**src/hdl/hws_pkg.sv**
```systemverilog
// ----------------------------------------------------------------------------
// Heater warm-up sequencer package
// Shared constants, phase codes and the microcode control word layout.
// ----------------------------------------------------------------------------
package hws_pkg;

	// Phase codes as reported on the result port.
	localparam logic [2:0] PH_IDLE = 3'd0;
	localparam logic [2:0] PH_COND = 3'd1;
	localparam logic [2:0] PH_RAMP = 3'd2;
	localparam logic [2:0] PH_WAIT = 3'd3;
	localparam logic [2:0] PH_DONE = 3'd4;

	// Heater targets in tenths of a volt.
	localparam logic [7:0] COND_TENTHS       = 8'd20;
	localparam logic [7:0] RAMP_FIRST_TENTHS = 8'd85;
	localparam logic [7:0] RAMP_STEP_TENTHS  = 8'd4;
	localparam logic [8:0] RAMP_END_TENTHS   = 9'd130;

	localparam logic [3:0] CONDENSE_TICKS = 4'd5;

	// Duty = floor(tenths * NUM_K / (battery * DEN_K)), NUM_K = 255 * 4095.
	localparam int NUM_W = 28;
	localparam int DEN_W = 20;
	localparam int QUO_W = 9;
	localparam logic [NUM_W-1:0] NUM_K = 28'd1044225;
	localparam logic [DEN_W-1:0] DEN_K = 20'd183;
	localparam logic [3:0] DIV_LAST_BIT = 4'(QUO_W - 1);

	// Microcode program counter.
	localparam int PC_W = 5;
	typedef logic [PC_W-1:0] pc_t;

	localparam pc_t ADDR_WAIT_REQ  = 5'd0;
	localparam pc_t ADDR_DISPATCH  = 5'd1;
	localparam pc_t ADDR_CHK_COND  = 5'd2;
	localparam pc_t ADDR_CHK_RAMP  = 5'd3;
	localparam pc_t ADDR_CHK_WAIT  = 5'd4;
	localparam pc_t ADDR_NO_CHANGE = 5'd5;
	localparam pc_t ADDR_COND_TICK = 5'd6;
	localparam pc_t ADDR_COND_TEST = 5'd7;
	localparam pc_t ADDR_RAMP_ENTR = 5'd8;
	localparam pc_t ADDR_RAMP_TEST = 5'd9;
	localparam pc_t ADDR_RAMP_STEP = 5'd10;
	localparam pc_t ADDR_SET_WAIT  = 5'd11;
	localparam pc_t ADDR_UR_TEST   = 5'd12;
	localparam pc_t ADDR_SET_DONE  = 5'd13;
	localparam pc_t ADDR_START     = 5'd14;
	localparam pc_t ADDR_MUL       = 5'd15;
	localparam pc_t ADDR_DIV       = 5'd16;
	localparam pc_t ADDR_DUTY      = 5'd17;
	localparam pc_t ADDR_EMIT      = 5'd18;
	localparam pc_t ADDR_RETURN    = 5'd19;

	// Datapath action of one microcode step.
	typedef enum logic [3:0] {
		ACT_NOP,
		ACT_LATCH,
		ACT_START,
		ACT_TICK,
		ACT_RAMP_ENTER,
		ACT_RAMP_STEP,
		ACT_SET_WAIT,
		ACT_SET_DONE,
		ACT_MUL,
		ACT_DIV,
		ACT_DUTY,
		ACT_EMIT
	} act_t;

	// Jump condition; when it holds the sequencer goes to the target,
	// otherwise to the next step.
	typedef enum logic [3:0] {
		C_NEVER,
		C_ALWAYS,
		C_NO_REQ,
		C_START,
		C_PH_COND,
		C_PH_RAMP,
		C_PH_WAIT,
		C_TICK_LT,
		C_RAMP_END,
		C_UR_ABOVE,
		C_DIV_MORE,
		C_OUT_BUSY
	} cond_t;

	typedef struct packed {
		act_t  act;
		cond_t cond;
		pc_t   target;
	} uword_t;

endpackage

```
**src/hdl/hws_ucode_rom.sv**
```systemverilog
// ----------------------------------------------------------------------------
// Heater warm-up sequencer microcode ROM
// Read-only program: one control word per step, looked up by the step counter.
// ----------------------------------------------------------------------------
module hws_ucode_rom (
	input  hws_pkg::pc_t   pc,
	output hws_pkg::uword_t uword
);
	import hws_pkg::*;

	always_comb begin
		case (pc)
			ADDR_WAIT_REQ:  uword = '{ACT_LATCH,      C_NO_REQ,   ADDR_WAIT_REQ};
			ADDR_DISPATCH:  uword = '{ACT_NOP,        C_START,    ADDR_START};
			ADDR_CHK_COND:  uword = '{ACT_NOP,        C_PH_COND,  ADDR_COND_TICK};
			ADDR_CHK_RAMP:  uword = '{ACT_NOP,        C_PH_RAMP,  ADDR_RAMP_TEST};
			ADDR_CHK_WAIT:  uword = '{ACT_NOP,        C_PH_WAIT,  ADDR_UR_TEST};
			ADDR_NO_CHANGE: uword = '{ACT_NOP,        C_ALWAYS,   ADDR_EMIT};
			ADDR_COND_TICK: uword = '{ACT_TICK,       C_NEVER,    ADDR_WAIT_REQ};
			ADDR_COND_TEST: uword = '{ACT_NOP,        C_TICK_LT,  ADDR_EMIT};
			ADDR_RAMP_ENTR: uword = '{ACT_RAMP_ENTER, C_ALWAYS,   ADDR_MUL};
			ADDR_RAMP_TEST: uword = '{ACT_NOP,        C_RAMP_END, ADDR_SET_WAIT};
			ADDR_RAMP_STEP: uword = '{ACT_RAMP_STEP,  C_ALWAYS,   ADDR_MUL};
			ADDR_SET_WAIT:  uword = '{ACT_SET_WAIT,   C_NEVER,    ADDR_WAIT_REQ};
			ADDR_UR_TEST:   uword = '{ACT_NOP,        C_UR_ABOVE, ADDR_EMIT};
			ADDR_SET_DONE:  uword = '{ACT_SET_DONE,   C_ALWAYS,   ADDR_EMIT};
			ADDR_START:     uword = '{ACT_START,      C_NEVER,    ADDR_WAIT_REQ};
			ADDR_MUL:       uword = '{ACT_MUL,        C_NEVER,    ADDR_WAIT_REQ};
			ADDR_DIV:       uword = '{ACT_DIV,        C_DIV_MORE, ADDR_DIV};
			ADDR_DUTY:      uword = '{ACT_DUTY,       C_NEVER,    ADDR_WAIT_REQ};
			ADDR_EMIT:      uword = '{ACT_EMIT,       C_OUT_BUSY, ADDR_EMIT};
			ADDR_RETURN:    uword = '{ACT_NOP,        C_ALWAYS,   ADDR_WAIT_REQ};
			default:        uword = '{ACT_NOP,        C_ALWAYS,   ADDR_WAIT_REQ};
		endcase
	end

endmodule

```
**src/hdl/heater_warmup_sequencer.sv**
```systemverilog
// ----------------------------------------------------------------------------
// Heater warm-up sequencer
// Microcoded controller for an oxygen-sensor heater warm-up, one request per
// one-second tick or start command.
// ----------------------------------------------------------------------------
// A start request (op = 0) latches the battery sample and begins condensation
// at a 2.0 V heater target; each tick request (op = 1) advances the sequence:
// after CONDENSE_TICKS ticks the ramp starts at 8.5 V and climbs 0.4 V per
// tick up to 12.9 V, then the block waits until the sensor-resistance sample
// is at or below the configured resistance limit, drops the duty to zero and
// flags finished. Every request produces exactly one response carrying the
// applied duty, the phase after the request and the finished flag. The duty is
// floor(target * 255 * 4095 / (battery * 183)), saturated at 255, and a zero
// battery sample gives 255. A request runs through the microcode program,
// whose longest path runs through the nine-step restoring divider that forms
// the duty one quotient bit per cycle. The emit step waits while the output
// register stays full. A new request is taken once the previous response has
// been placed in the output register, even if the consumer has not yet taken
// it. The resistance limit is written through cfg_wr_en / cfg_wr_data; the
// user must write it only while the block is idle, which the block itself
// does not enforce.
// ----------------------------------------------------------------------------
module heater_warmup_sequencer (
	input  logic        clk,
	input  logic        arst_n,
	input  logic        cfg_wr_en,
	input  logic [11:0] cfg_wr_data,
	input  logic        req_valid,
	output logic        req_ready,
	input  logic        op,
	input  logic [11:0] battery_adc,
	input  logic [11:0] ur_adc,
	output logic        rsp_valid,
	input  logic        rsp_ready,
	output logic [7:0]  heater_duty,
	output logic [2:0]  phase,
	output logic        finished
);
	import hws_pkg::*;

	// Sequencer state.
	pc_t    pc_q;
	uword_t uword;
	logic   cond_hit;
	logic   req_acc;
	logic   out_busy;

	// Latched request fields.
	logic        op_q;
	logic [11:0] bat_in_q;
	logic [11:0] ur_q;

	// Configuration and sequence state.
	logic [11:0] ur_limit_q;
	logic [2:0]  phase_q;
	logic [3:0]  tick_q;
	logic [7:0]  tenths_q;
	logic [11:0] battery_q;
	logic [7:0]  duty_q;
	logic        fin_q;

	// Divider datapath.
	logic [NUM_W-1:0] rem_q;
	logic [NUM_W-1:0] dsr_q;
	logic [QUO_W-1:0] quo_q;
	logic [3:0]       cnt_q;
	logic [DEN_W-1:0] den;
	logic [8:0]       ramp_next;

	// Output register.
	logic       rsp_valid_q;
	logic [7:0] rsp_duty_q;
	logic [2:0] rsp_phase_q;
	logic       rsp_fin_q;

	hws_ucode_rom u_rom (
		.pc    (pc_q),
		.uword (uword)
	);

	// The only step that takes a request is the wait step at the head of the
	// program, so ready simply follows its control word.
	assign req_ready = (uword.act == ACT_LATCH);
	assign req_acc   = req_valid && req_ready;
	assign out_busy  = rsp_valid_q && !rsp_ready;
	assign ramp_next = {1'b0, tenths_q} + {1'b0, RAMP_STEP_TENTHS};
	assign den       = DEN_W'(battery_q) * DEN_K;

	always_comb begin
		case (uword.cond)
			C_NEVER:    cond_hit = 1'b0;
			C_ALWAYS:   cond_hit = 1'b1;
			C_NO_REQ:   cond_hit = !req_valid;
			C_START:    cond_hit = !op_q;
			C_PH_COND:  cond_hit = (phase_q == PH_COND);
			C_PH_RAMP:  cond_hit = (phase_q == PH_RAMP);
			C_PH_WAIT:  cond_hit = (phase_q == PH_WAIT);
			C_TICK_LT:  cond_hit = (tick_q < CONDENSE_TICKS);
			C_RAMP_END: cond_hit = (ramp_next >= RAMP_END_TENTHS);
			C_UR_ABOVE: cond_hit = (ur_q > ur_limit_q);
			C_DIV_MORE: cond_hit = (cnt_q != 4'd0);
			C_OUT_BUSY: cond_hit = out_busy;
			default:    cond_hit = 1'b0;
		endcase
	end

	// Step counter.
	always_ff @(posedge clk or negedge arst_n) begin
		if (!arst_n) begin
			pc_q <= ADDR_WAIT_REQ;
		end else if (cond_hit) begin
			pc_q <= uword.target;
		end else begin
			pc_q <= pc_q + pc_t'(1);
		end
	end

	// Configuration register.
	always_ff @(posedge clk or negedge arst_n) begin
		if (!arst_n) begin
			ur_limit_q <= '0;
		end else if (cfg_wr_en) begin
			ur_limit_q <= cfg_wr_data;
		end
	end

	// Request capture; payload only, no reset needed.
	always_ff @(posedge clk) begin
		if (req_acc) begin
			op_q     <= op;
			bat_in_q <= battery_adc;
			ur_q     <= ur_adc;
		end
	end

	// Sequence state, driven by the action field of each step.
	always_ff @(posedge clk or negedge arst_n) begin
		if (!arst_n) begin
			phase_q   <= PH_IDLE;
			tick_q    <= '0;
			tenths_q  <= '0;
			battery_q <= '0;
			duty_q    <= '0;
			fin_q     <= 1'b0;
		end else begin
			case (uword.act)
				ACT_LATCH: begin
					if (req_acc) begin
						fin_q <= 1'b0;
					end
				end
				ACT_START: begin
					battery_q <= bat_in_q;
					phase_q   <= PH_COND;
					tick_q    <= '0;
					tenths_q  <= COND_TENTHS;
				end
				ACT_TICK: begin
					tick_q <= tick_q + 4'd1;
				end
				ACT_RAMP_ENTER: begin
					phase_q  <= PH_RAMP;
					tenths_q <= RAMP_FIRST_TENTHS;
				end
				ACT_RAMP_STEP: begin
					tenths_q <= ramp_next[7:0];
				end
				ACT_SET_WAIT: begin
					phase_q <= PH_WAIT;
				end
				ACT_SET_DONE: begin
					phase_q <= PH_DONE;
					duty_q  <= '0;
					fin_q   <= 1'b1;
				end
				ACT_DUTY: begin
					// A set top quotient bit means the true quotient is 256 or
					// more, which saturates; a zero battery sample does too.
					if (battery_q == 12'd0 || quo_q[QUO_W-1]) begin
						duty_q <= 8'hFF;
					end else begin
						duty_q <= quo_q[7:0];
					end
				end
				default: begin
				end
			endcase
		end
	end

	// Restoring divider: one quotient bit per step, most significant first.
	always_ff @(posedge clk or negedge arst_n) begin
		if (!arst_n) begin
			cnt_q <= '0;
		end else if (uword.act == ACT_MUL) begin
			cnt_q <= DIV_LAST_BIT;
		end else if (uword.act == ACT_DIV && cnt_q != 4'd0) begin
			cnt_q <= cnt_q - 4'd1;
		end
	end

	always_ff @(posedge clk) begin
		if (uword.act == ACT_MUL) begin
			rem_q <= NUM_W'(tenths_q) * NUM_K;
			dsr_q <= {den, 8'd0};
			quo_q <= '0;
		end else if (uword.act == ACT_DIV) begin
			if (rem_q >= dsr_q) begin
				rem_q <= rem_q - dsr_q;
				quo_q <= {quo_q[QUO_W-2:0], 1'b1};
			end else begin
				quo_q <= {quo_q[QUO_W-2:0], 1'b0};
			end
			dsr_q <= dsr_q >> 1;
		end
	end

	// Output register; the emit step stalls while it is still occupied.
	always_ff @(posedge clk or negedge arst_n) begin
		if (!arst_n) begin
			rsp_valid_q <= 1'b0;
		end else if (uword.act == ACT_EMIT && !out_busy) begin
			rsp_valid_q <= 1'b1;
		end else if (rsp_ready) begin
			rsp_valid_q <= 1'b0;
		end
	end

	always_ff @(posedge clk) begin
		if (uword.act == ACT_EMIT && !out_busy) begin
			rsp_duty_q  <= duty_q;
			rsp_phase_q <= phase_q;
			rsp_fin_q   <= fin_q;
		end
	end

	assign rsp_valid   = rsp_valid_q;
	assign heater_duty = rsp_duty_q;
	assign phase       = rsp_phase_q;
	assign finished    = rsp_fin_q;

endmodule

```
**config.mk**
```make
export PLATFORM = sky130hd
export DESIGN_NAME = heater_warmup_sequencer
export DESIGN_NICKNAME = d
export VERILOG_FILES = /design/src/hdl/hws_pkg.sv /design/src/hdl/hws_ucode_rom.sv /design/src/hdl/heater_warmup_sequencer.sv
export SDC_FILE = /design/constraint.sdc
export NUM_CORES = 1
export LEC_CHECK = 0
export BUFFER_PORTS_ARGS = -buffer_cell sky130_fd_sc_hd__buf_2
export CORE_MARGIN = 4
export CORE_UTILIZATION = 63
export CTS_CLUSTER_SIZE = 8
export DETAILED_ROUTE_END_ITERATION = 8
export PLACE_DENSITY = 0.81
export SYNTH_ARGS = -nofsm -noshare
export SYNTH_HDL_FRONTEND = slang
export SYNTH_SLANG_ARGS = --single-unit
```
**constraint.sdc**
```tcl
create_clock -name clk -period 6.02 [get_ports clk]
set_input_delay 0.301 -clock clk [delete_from_list [all_inputs] [get_ports clk]]
set_output_delay 0.301 -clock clk [all_outputs]
set_load 0.01 [all_outputs]
```
### Word level (Yosys, flattened, before mapping)

Memories as Yosys holds them, arrays and structs flattened.
Cells that the tools add are included.
W data, S select, Z words.

| storage, ports and cells | value |
|---|---|
| bits in read-only memories | 416 |
| memories | 1 |
| register bits | 160 |
| output and inout bits | 14 |
| word-level logic and storage cells | 99 |

Memories:

| name | depth | bits a word | rd ports | clocked after memory_dff | write ports | line | text |
|---|---|---|---|---|---|---|---|
| (name not given) | 32 | 13 | 1 | 0 | 0 | hws_ucode_rom.sv:12 | `case (pc)` |

| cells by class | value |
|---|---|
| equality and inequality tests | 26 |
| reductions and logical operators | 22 |
| mux-type cells | 19 |
| multiply operators | 2 |
| order comparisons | 4 |
| $add $sub $neg | 5 |

Operators by type and width:

| kind | number |
|---|---|
| $mux W28 | 5 |
| $eq A4 B3 Y1 const B | 8 |
| $eq A4 B4 Y1 const B | 8 |
| $ge A28 B28 Y1 | 1 |
| $mul A8 B20 Y28 const B | 1 |
| $sub A28 B28 Y28 | 1 |
| $pmux W8 S3 | 1 |
| $mul A12 B8 Y20 const B | 1 |
| $eq A4 B2 Y1 const B | 4 |
| $pmux W8 S2 | 1 |
| $reduce_bool A2 Y1 | 7 |
| $gt A12 B12 Y1 | 1 |
| $logic_not A12 Y1 | 1 |
| $pmux W3 S4 | 1 |
| $pmux W1 S11 | 1 |
| $add A8 B3 Y9 const B | 1 |
| $ge A9 B8 Y1 const B | 1 |
| $eq A4 B1 Y1 const B | 2 |
| $mux W4 | 2 |
| $mux W8 | 1 |
| $pmux W4 S2 | 1 |
| $reduce_bool A4 Y1 | 2 |
| $eq A3 B2 Y1 const B | 2 |
| $add A5 B1 Y5 const B | 1 |
| other kinds (13) | 23 |

### Logic depth before layout (Yosys ltp)

Gate-level depths: netlist of the first run.

| logic depth | value |
|---|---|
| depth after elaboration | 5 |
| mapped depth | 17 |
| gate-level depth less buffers | 17 |

### Cells and area by module

Synthesis of the first run repeated with hierarchy kept, for this count alone.

| second synthesis, totals | value |
|---|---|
| cells, all modules | 1,287 |
| area, all modules | 12,438.2 um2 |

Modules (own cells, without submodules):

| module | seq. area each (um2) | times used | cells an instance | area each (um2) |
|---|---|---|---|---|
| heater_warmup_sequencer | 4,319.1 | 1 | 1,221 | 11,927.7 |
| hws_ucode_rom | 0.0 | 1 | 66 | 510.5 |

### Worst setup path before layout of the first run

OpenSTA, ideal clock, no wires.

| timing | value |
|---|---|
| path type | register to register |
| start | reg tenths_q[2] |
| end | reg rem_q[27] (data pin) |
| data required time | 5.751 ns |
| path buffers | 0 |
| cell stages (with the launch flop) | 16 |
| library setup time | 0.269 ns |
| slack | 1.214 ns |
| data arrival time | 4.537 ns |
| path through | dfrtp_1 fa_1 fa_1 inv_1 fa_1 fa_1 inv_1 ha_1 a21o_1 a2111o_1 a41oi_1 o31ai_1 o41ai_1 xnor2_1 nand2_1 o21ai_0 |

| on the way | value |
|---|---|
| longest elaborated chain between the ends | 2 |

RTL lines:

| item | line | text |
|---|---|---|
| start, declared | heater_warmup_sequencer.sv:57 | `logic [7:0] tenths_q;` |
| start signal, assigned | heater_warmup_sequencer.sv:166 | `tenths_q <= ramp_next[7:0];` |
| $mul A8 B20 Y28 | heater_warmup_sequencer.sv:204 | `rem_q <= NUM_W'(tenths_q) * NUM_K;` |
| $mux W28 | heater_warmup_sequencer.sv:203 | `if (uword.act == ACT_MUL) begin` |
| end signal, assigned | heater_warmup_sequencer.sv:204 |  |
| end signal, assigned | heater_warmup_sequencer.sv:209 | `rem_q <= rem_q - dsr_q;` |
| end, declared | heater_warmup_sequencer.sv:63 | `logic [NUM_W-1:0] rem_q;` |

Every way passes these cells.
A chain may end at the register's enable or synchronous reset.

### Worst setup path after layout of the first run

| timing | value |
|---|---|
| start | reg tenths_q[4] |
| end | reg rem_q[27] (data pin) |

Same word-level chain as after synthesis.

==> flow_summary.html, run 1 <==
<table>
<tr><th>Metric</th><th>Value</th></tr>
<tr><th colspan="2">Synth</th></tr>
<tr><td>Top cell type by total area after synthesis</td><td>edfxtp_1</td></tr>
<tr><td>Number of nets produced by synthesis</td><td>between 1.5k and 2k</td></tr>
<tr><td>Yosys warnings</td><td>0</td></tr>
<tr><td>Cells after synthesis</td><td>about 1.4k</td></tr>
<tr><td>Flip-flop and latch count after synthesis</td><td>approximately 160</td></tr>
<tr><td>Sequential area share after synthesis</td><td>about a third</td></tr>
<tr><td>Count of flip-flops with a built-in enable after synthesis</td><td>85</td></tr>
<tr><td>Top cell type's share of synthesized area</td><td>between 20 and 25%</td></tr>
<tr><td>Leading register cell type out of synthesis</td><td>edfxtp_1</td></tr>
<tr><td>Most instantiated cells after synthesis</td><td>inv_1, ha_1, nand2_1</td></tr>
<tr><td>FFs w/ async S/R, synth</td><td>between 30% and 40%</td></tr>
<tr><td>Most repeated cell in the gate-level netlist after synthesis</td><td>inv_1</td></tr>
<tr><td>Synthesized area per cell</td><td>roughly 9.4 um2</td></tr>
<tr><td>Largest cells by area after synthesis</td><td>edfxtp_1, ha_1, dfrtp_1, fa_1, inv_1</td></tr>
<tr><td>Distinct cells, synth</td><td>77</td></tr>
<tr><td>Synth Cell Area</td><td>~0.013 mm2</td></tr>
<tr><th colspan="2">Floorplanning</th></tr>
<tr><td>Die Span Y</td><td>around 150 um</td></tr>
<tr><td>Placeable core region</td><td>~0.020 mm2</td></tr>
<tr><td>Starting density of the core</td><td>roughly 65%</td></tr>
<tr><td>Die boundary width</td><td>150 um</td></tr>
<tr><td>Top-level I/O count</td><td>56</td></tr>
<tr><td>Die area</td><td>approximately 0.022 mm2</td></tr>
<tr><td>Number of core rows</td><td>51</td></tr>
<tr><th colspan="2">Timing</th></tr>
<tr><td>Final critical-path share of the clock period</td><td>87.3%</td></tr>
<tr><td>Hold Worst Slack</td><td>-0.000149 ns</td></tr>
<tr><td>Worst Max-Slew Pin Slew</td><td>between 1 and 1.5 ns</td></tr>
<tr><td>Post-route clock skew</td><td>about 0.0091 ns</td></tr>
<tr><td>Final count of negative-setup-slack endpoints</td><td>0</td></tr>
<tr><td>Highest attainable clock frequency</td><td>between 150 and 200 MHz</td></tr>
<tr><td>Final count of hold timing violations</td><td>1</td></tr>
<tr><td>Minimum period implied by the final worst setup slack</td><td>5.25 ns</td></tr>
<tr><td>Unrepaired setup endpoints after global routing</td><td>no</td></tr>
<tr><td>Worst slew slack as a fraction of its limit</td><td>between 10% and 20%</td></tr>
<tr><td>Final Worst Setup Slack</td><td>~0.77 ns</td></tr>
<tr><td>Final setup TNS</td><td>0 ns</td></tr>
<tr><td>Final Max Slew Viols</td><td>0</td></tr>
<tr><th colspan="2">GRT</th></tr>
<tr><td>First-pass GRT wire length</td><td>47000 um</td></tr>
<tr><td>Number of global-route vias before repair</td><td>between 9k and 10k</td></tr>
<tr><td>GR Util All Layers</td><td>a little over a quarter</td></tr>
<tr><td>Largest net degree at the start of global routing</td><td>58</td></tr>
<tr><td>Final global-route overflow total</td><td>0</td></tr>
<tr><td>Initial antenna violation count</td><td>0</td></tr>
<tr><th colspan="2">CTS</th></tr>
<tr><td># clock sinks</td><td>roughly 160</td></tr>
<tr><td>Hold buffer count at cts</td><td>0</td></tr>
<tr><td>Clk_lat worst skew</td><td>~0.43 ns</td></tr>
<tr><td>TritonCTS clock tree</td><td>done</td></tr>
<tr><td>Post-cts gate resize count</td><td>0</td></tr>
<tr><td>Post-CTS setup buffer count</td><td>0</td></tr>
<tr><td>H-tree levels</td><td>4</td></tr>
<tr><td>Clock slew at reported path FFs</td><td>about 0.07 ns</td></tr>
<tr><td>Buffer type at the clock tree root</td><td>clkbuf_16</td></tr>
<tr><td>Largest buffer count on any clock path</td><td>2</td></tr>
<tr><td>Total CTS buffers</td><td>17</td></tr>
<tr><th colspan="2">Worst setup path</th></tr>
<tr><td>Cell breakdown of the critical path</td><td>fa_1, fa_1, inv_1, fa_1, fa_1, inv_1, ha_1, a21o_1, a2111o_1, a41oi_1, o31ai_1, o41ai_1, xnor2_1, nand2_1, o21ai_0</td></tr>
<tr><td>Type of destination of the critical path</td><td>flop</td></tr>
<tr><td>Buffers &amp; Inverters on Critical Path</td><td>2</td></tr>
<tr><td>Endpoint of the worst register-to-register path</td><td>rem_q[27]</td></tr>
<tr><td>Reg2reg setup slack</td><td>about 0.77 ns</td></tr>
<tr><td>CP arrival</td><td>~5.4 ns</td></tr>
<tr><td>Slowest cell delay on critical path</td><td>0.65 ns</td></tr>
<tr><td>Type of the setup path with the least slack</td><td>reg2reg</td></tr>
<tr><td>Number of cells traversed by the worst register-to-register path</td><td>15</td></tr>
<tr><td>Category of the worst setup path launch point</td><td>flop</td></tr>
<tr><td>CP Max Fanout</td><td>10</td></tr>
<tr><td>Instance count on the critical path</td><td>15</td></tr>
<tr><td>Critical Path Slowest Stage Cell</td><td>fa_1</td></tr>
<tr><td>Delay-heaviest family, CP</td><td>adder cells</td></tr>
<tr><td>Reg-to-reg critical path startpoint</td><td>tenths_q[4]</td></tr>
<tr><td>Crit path top cell by count</td><td>fa_1</td></tr>
<tr><td>Critical path data required time</td><td>6.18 ns</td></tr>
<tr><th colspan="2">Layout</th></tr>
<tr><td>Reg area</td><td>between 0.004 and 0.005 mm2</td></tr>
<tr><td>Footprint of the multi-input gates</td><td>about 0.0074 mm2</td></tr>
<tr><td>Total Nets Final</td><td>around 1.7k</td></tr>
<tr><td>Number of fillers in the final layout</td><td>~1.4k</td></tr>
<tr><td>Layout area overhead</td><td>9.10%</td></tr>
<tr><td>Proportion of layout cells with a drive suffix above 1</td><td>8.89%</td></tr>
<tr><td>Antenna cells</td><td>0</td></tr>
<tr><th colspan="2">Flow run</th></tr>
<tr><td>Max_cap viols</td><td>0</td></tr>
<tr><th colspan="2">Detailed routing</th></tr>
<tr><td>Iter 0 DRT Violations</td><td>about 670</td></tr>
<tr><td>Via count</td><td>~10k</td></tr>
<tr><td>Number of iterations in the first detailed-routing pass</td><td>5</td></tr>
<tr><td>Total DRC errors in the routed layout</td><td>0</td></tr>
<tr><td>Per-cell routed wire length</td><td>about 17 um</td></tr>
<tr><td>Detail-routed via count per cell</td><td>between 5 and 6</td></tr>
<tr><td>Number of nets with antenna violations after routing</td><td>0</td></tr>
<tr><td>Total Wirelength</td><td>around 28000 um</td></tr>
<tr><th colspan="2">Placement</th></tr>
<tr><td>Detailed-placement wirelength estimate</td><td>20900 um</td></tr>
<tr><td>Port Buf Inserts</td><td>55</td></tr>
<tr><td>Worst slack at placement</td><td>0.766 ns</td></tr>
<tr><td>Final estimated routing congestion in global placement</td><td>~0.91</td></tr>
<tr><th colspan="2">Run status</th></tr>
<tr><td>Outcome</td><td>finished, violations left</td></tr>
<tr><td>Violations in the final reports</td><td>hold timing</td></tr>
<tr><th colspan="2">Worst hold path</th></tr>
<tr><td>Worst Hold Class</td><td>in2async</td></tr>
</table>
[final cells by class]
class / instances / share of cell area (%)
clock inverter: 14 / 1.38
clock buffer: 18 / 3.11
sequential: 159 / 31.3
inverter: 223 / 6.06
tap: 265 / 2.40
multi-input combinational: 928 / 53.3
timing repair buffer: 64 / 2.48
[registers in the layout, summed over array words and instances, names as in the netlist]
signal / cells
dsr_q: 28
quo_q: 9
tick_q: 4
duty_q: 8
phase: 3
cnt_q: 4
rsp_valid: 1
finished: 1
ur_q: 12
phase_q: 3
rem_q: 28
battery_q: 12
op_q: 1
pc_q: 5
ur_limit_q: 12
tenths_q: 7
fin_q: 1
heater_duty: 8
bat_in_q: 12
[layer usage]
layer	vias up	track usage (%)	routed length [um]
li1	4725	-	-
met1	4769	33.9	11800
met2	276	44.4	13900
met3	64	4.39	1390
met4	0	9.10	780
met5	-	0	0
[per-stage QoR]
stage | cell area, um2 | instances | util, %
3_5_place_dp | 13200 | 1639 | 67.3
3_3_place_gp | 13200 | 1639 | 67.3
4_1_cts | 13800 | 1671 | 70.5
5_1_grt | 13800 | 1671 | 70.5
6_report | 13800 | 1671 | 70.5
2_1_floorplan | 12700 | 1350 | -
[cells by family (layout without fill, tap and decap cells)]
logic type	after synthesis	in the layout	share of synthesized area [%]
multiplexers	12	12	1.01
buffers and inverters	263	319	7.93
XOR/XNOR	52	52	3.60
adder cells (fa/ha/maj)	215	215	25.3
flip-flops	159	159	34.1
AND/OR/NAND/NOR	334	334	12.6
AO/OA/AOI/OAI	315	315	15.4
[how the worst max path moves through the flow]
| stage | from | slack [ns] | endpoint |
|---|---|---|---|
| after floorplan | tenths_q[2] | 1.21 | rem_q[27] |
| after global placement | tenths_q[5] | 0.96 | rem_q[27] |
| after detailed placement | tenths_q[4] | 0.77 | rem_q[27] |
| after CTS | tenths_q[4] | 0.77 | rem_q[27] |
| after global routing | tenths_q[5] | 0.46 | rem_q[27] |
| final | tenths_q[4] | 0.77 | rem_q[27] |
[cells in the final DEF (no fill, tap or decap), types with 35 or more instances in the layout]
| cell | count |
|---|---|
| nand3_1 | 35 |
| nor2_1 | 69 |
| buf_2 | 55 |
| inv_1 | 222 |
| a21oi_1 | 93 |
| dfrtp_1 | 57 |
| edfxtp_1 | 85 |
| o21ai_0 | 96 |
| ha_1 | 146 |
| nand2_1 | 124 |
| fa_1 | 69 |
Power of run 1 is not shown: default switching activity piles up to over one toggle a cycle in this logic, so the estimate is an artifact.
==> run 2: changes to the inputs <==
--- a/config.mk
+++ b/config.mk
@@ -10,7 +10,8 @@
 export CORE_UTILIZATION = 63
 export CTS_CLUSTER_SIZE = 8
 export DETAILED_ROUTE_END_ITERATION = 8
-export PLACE_DENSITY = 0.81
+export GPL_TIMING_DRIVEN = 0
+export PLACE_DENSITY_LB_ADDON = 0.12
 export SYNTH_ARGS = -nofsm -noshare
 export SYNTH_HDL_FRONTEND = slang
 export SYNTH_SLANG_ARGS = --single-unit
==> run 2 against run 1 <==
  * The flow now finishes without violations
  * Fmax fell by 4.4%
  * Clock skew is 0.0035 ns higher
  * First-iteration DRC count grew 5.7%
  * Sequential share of layout area decreased by 0.31 points
  * Worst hold slack improved by 0.025 ns
  * Non-clock buffer count grew 33
  * Critical path type unchanged
  * Critical endpoint unchanged
==> flow_summary.html, run 2 (synthesized netlist as in run 1, its figures left out) <==
<table>
<tr><th>Metric</th><th>Value</th></tr>
<tr><th colspan="2">CTS</th></tr>
<tr><td>Post-CTS setup buffer count</td><td>0 (unchanged)</td></tr>
<tr><td>TritonCTS clock tree</td><td>done (unchanged)</td></tr>
<tr><td>Clk_lat worst skew</td><td>0.44 ns (was 0.43 ns)</td></tr>
<tr><td>Clock slew at reported path FFs</td><td>0.08 ns (was 0.07 ns)</td></tr>
<tr><td># clock sinks</td><td>159 (unchanged)</td></tr>
<tr><td>H-tree levels</td><td>4 (unchanged)</td></tr>
<tr><td>Total CTS buffers</td><td>17 (unchanged)</td></tr>
<tr><td>Largest buffer count on any clock path</td><td>2 (unchanged)</td></tr>
<tr><td>Post-cts gate resize count</td><td>0 (unchanged)</td></tr>
<tr><td>Buffer type at the clock tree root</td><td>clkbuf_16 (unchanged)</td></tr>
<tr><th colspan="2">Timing</th></tr>
<tr><td>Final critical-path share of the clock period</td><td>91.3% (was 87.3%)</td></tr>
<tr><td>Highest attainable clock frequency</td><td>182 MHz (was 190 MHz)</td></tr>
<tr><td>Post-route clock skew</td><td>0.0126 ns (was 0.00908 ns)</td></tr>
<tr><td>Final count of hold timing violations</td><td>0 (was 1)</td></tr>
<tr><td>Worst Max-Slew Pin Slew</td><td>1.22 ns (was 1.25 ns)</td></tr>
<tr><td>Worst slew slack as a fraction of its limit</td><td>18.9% (was 16.5%)</td></tr>
<tr><td>Final setup TNS</td><td>0 ns (unchanged)</td></tr>
<tr><td>Final Max Slew Viols</td><td>0 (unchanged)</td></tr>
<tr><td>Minimum period implied by the final worst setup slack</td><td>5.50 ns (was 5.25 ns)</td></tr>
<tr><td>Final count of negative-setup-slack endpoints</td><td>0 (unchanged)</td></tr>
<tr><td>Unrepaired setup endpoints after global routing</td><td>no (unchanged)</td></tr>
<tr><th colspan="2">GRT</th></tr>
<tr><td>Final global-route overflow total</td><td>0 (unchanged)</td></tr>
<tr><td>First-pass GRT wire length</td><td>47900 um (was 47000 um)</td></tr>
<tr><td>Met1 global-route usage</td><td>36.7% (was 33.9%)</td></tr>
<tr><td>Grt met3 use</td><td>3.24% (was 4.39%)</td></tr>
<tr><td>Met2 Usage GRT</td><td>45.0% (was 44.4%)</td></tr>
<tr><td>Initial antenna violation count</td><td>0 (unchanged)</td></tr>
<tr><td>GR Util All Layers</td><td>26.9% (was 26.1%)</td></tr>
<tr><td>Number of global-route vias before repair</td><td>9826 (was 9901)</td></tr>
<tr><td>Largest net degree at the start of global routing</td><td>58 (unchanged)</td></tr>
<tr><td>Most crowded layer after global routing</td><td>met2 (unchanged)</td></tr>
<tr><th colspan="2">Detailed routing</th></tr>
<tr><td>Total Wirelength</td><td>28800 um (was 27900 um)</td></tr>
<tr><td>Number of iterations in the first detailed-routing pass</td><td>6 (was 5)</td></tr>
<tr><td>Number of nets with antenna violations after routing</td><td>0 (unchanged)</td></tr>
<tr><td>Via count</td><td>9775 (was 9834)</td></tr>
<tr><td>Detail-routed via count per cell</td><td>5.74 (was 5.89)</td></tr>
<tr><td>Total DRC errors in the routed layout</td><td>0 (unchanged)</td></tr>
<tr><td>Iter 0 DRT Violations</td><td>706 (was 668)</td></tr>
<tr><td>Per-cell routed wire length</td><td>16.9 um (was 16.7 um)</td></tr>
<tr><th colspan="2">Worst setup path</th></tr>
<tr><td>CP arrival</td><td>5.66 ns (was 5.42 ns)</td></tr>
<tr><td>Type of the setup path with the least slack</td><td>reg2reg (unchanged)</td></tr>
<tr><td>Number of cells traversed by the worst register-to-register path</td><td>15 (unchanged)</td></tr>
<tr><td>Buffers &amp; Inverters on Critical Path</td><td>2 (unchanged)</td></tr>
<tr><td>Crit path top cell by count</td><td>fa_1 (unchanged)</td></tr>
<tr><td>Delay-heaviest family, CP</td><td>adder cells (unchanged)</td></tr>
<tr><td>Critical path data required time</td><td>6.18 ns (about the same)</td></tr>
<tr><td>Endpoint of the worst register-to-register path</td><td>rem_q[27] (unchanged)</td></tr>
<tr><td>Reg2reg setup slack</td><td>0.52 ns (was 0.77 ns)</td></tr>
<tr><td>Category of the worst setup path launch point</td><td>flop (unchanged)</td></tr>
<tr><td>Instance count on the critical path</td><td>15 (unchanged)</td></tr>
<tr><td>Reg-to-reg critical path startpoint</td><td>tenths_q[5] (was tenths_q[4])</td></tr>
<tr><td>Critical Path Slowest Stage Cell</td><td>fa_1 (unchanged)</td></tr>
<tr><td>CP Max Fanout</td><td>12 (was 10)</td></tr>
<tr><td>Type of destination of the critical path</td><td>flop (unchanged)</td></tr>
<tr><td>Slowest cell delay on critical path</td><td>0.86 ns (was 0.65 ns)</td></tr>
<tr><td>Cell breakdown of the critical path</td><td>fa_1, inv_1, fa_1, fa_1, fa_1, inv_1, ha_1, nand3_1, o2111ai_1, a41oi_1, o31ai_1, o41ai_1, xnor2_1, nand2_1, o21ai_0 (was fa_1, fa_1, inv_1, fa_1, fa_1, inv_1, ha_1, a21o_1, a2111o_1, a41oi_1, o31ai_1, o41ai_1, xnor2_1, nand2_1, o21ai_0)</td></tr>
<tr><th colspan="2">Layout</th></tr>
<tr><td>Total Nets Final</td><td>1683 (was 1650)</td></tr>
<tr><td>Most common library cell in the layout ignoring fill and taps</td><td>inv_1 (unchanged)</td></tr>
<tr><td>Commonest cells after routing, fill and taps aside</td><td>inv_1, ha_1, nand2_1 (unchanged)</td></tr>
<tr><td>Antenna cells</td><td>0 (unchanged)</td></tr>
<tr><td>Layout area overhead</td><td>10.2% (was 9.10%)</td></tr>
<tr><td>Registers with the most flip-flops</td><td>dsr_q x28, rem_q x28 (unchanged)</td></tr>
<tr><td>Proportion of layout cells with a drive suffix above 1</td><td>8.62% (was 8.89%)</td></tr>
<tr><th colspan="2">Worst hold path</th></tr>
<tr><td>End point of the most critical hold path</td><td>ur_q[5]</td></tr>
<tr><td>Critical hold path startpoint</td><td>ur_adc[5]</td></tr>
<tr><td>Worst Hold Class</td><td>in2reg (was in2async)</td></tr>
<tr><td>WHS Path Cells</td><td>1</td></tr>
<tr><th colspan="2">Floorplanning</th></tr>
<tr><td>Die Span Y</td><td>150 um (unchanged)</td></tr>
<tr><td>Number of core rows</td><td>51 (unchanged)</td></tr>
<tr><td>Starting density of the core</td><td>64.6% (unchanged)</td></tr>
<tr><td>Die area</td><td>0.0224 mm2 (unchanged)</td></tr>
<tr><td>Top-level I/O count</td><td>56 (unchanged)</td></tr>
<tr><td>Placeable core region</td><td>0.0196 mm2 (unchanged)</td></tr>
<tr><td>Die boundary width</td><td>150 um (unchanged)</td></tr>
<tr><th colspan="2">Placement</th></tr>
<tr><td>Final estimated routing congestion in global placement</td><td>0.934 (was 0.914)</td></tr>
<tr><td>Port Buf Inserts</td><td>55 (unchanged)</td></tr>
<tr><td>Detailed-placement wirelength estimate</td><td>22000 um (was 20900 um)</td></tr>
<tr><th colspan="2">Flow run</th></tr>
<tr><td>Max_cap viols</td><td>0 (unchanged)</td></tr>
<tr><th colspan="2">Run status</th></tr>
<tr><td>Outcome</td><td>finished, final reports clean (was finished, violations left)</td></tr>
</table>
[run 2: changes by cell type in the layout (fill, tap and decap cells not counted), sizes merged]
cell	change
clkbuf	+26
buf	+5
clkinvlp	-1
dlygate4sd3	+1
clkinv	+9
inv	-4
bufinv	-3
[run 2: cell type report]
class,count,area (um2)
clock inverter,15,211
fill,1499,5640
timing repair buffer,57,308
clock buffer,17,425
buffer,40,166
tap,265,332
sequential,159,4320
multi-input combinational,928,7350
inverter,223,837
[run 2: timing repair]
action	4_1_cts	5_1_grt
endpoints found under the setup margin	0	0
hold buffers	1	0
hold endpoints to repair	38	0
[run 2: worst reg2reg max path, delay by kind of cell (launching register included)]
kind / cells / cell delay [ns]
buffers and inverters: 2 / 0.21
xor gates and xnor gates: 1 / 0.15
DFF: 1 / 0.62
adders and majority gates: 5 / 2.80
AOI/OAI and AO/OA: 5 / 1.27
and+or+nand+nor: 2 / 0.19
[run 2: metal layers]
| metal | vias up | routed length [um] |
|---|---|---|
| met4 | 0 | 757 |
| met5 | - | 0 |
| met1 | 4681 | 12700 |
| li1 | 4776 | - |
| met3 | 47 | 1370 |
| met2 | 271 | 14000 |
[run 2: worst max path at each step]
stage	startpoint	to	slack, ns
2_1_floorplan	tenths_q[2]	rem_q[27]	1.21
3_3_place_gp	tenths_q[5]	rem_q[27]	0.62
3_5_place_dp	tenths_q[5]	rem_q[27]	0.55
4_1_cts	tenths_q[5]	rem_q[27]	0.53
5_1_grt	tenths_q[5]	rem_q[27]	0.15
6_report	tenths_q[5]	rem_q[27]	0.52
[run 2: metrics by stage]
stage                     setup WS [ns]  utilization (%)  area, um2  hold slack, ns  instances
after global placement            0.621             67.7      13300           0.438       1670
final                             0.523             71.2      14000          0.0244       1704
after floorplan                    1.21                -      12700         0.00541       1350
after CTS                         0.532             71.2      14000          0.0168       1704
after detailed placement          0.547             67.9      13300           0.437       1671
after global routing              0.152             71.2      14000          0.0117       1704
Power of run 2 is left out for the same reason.
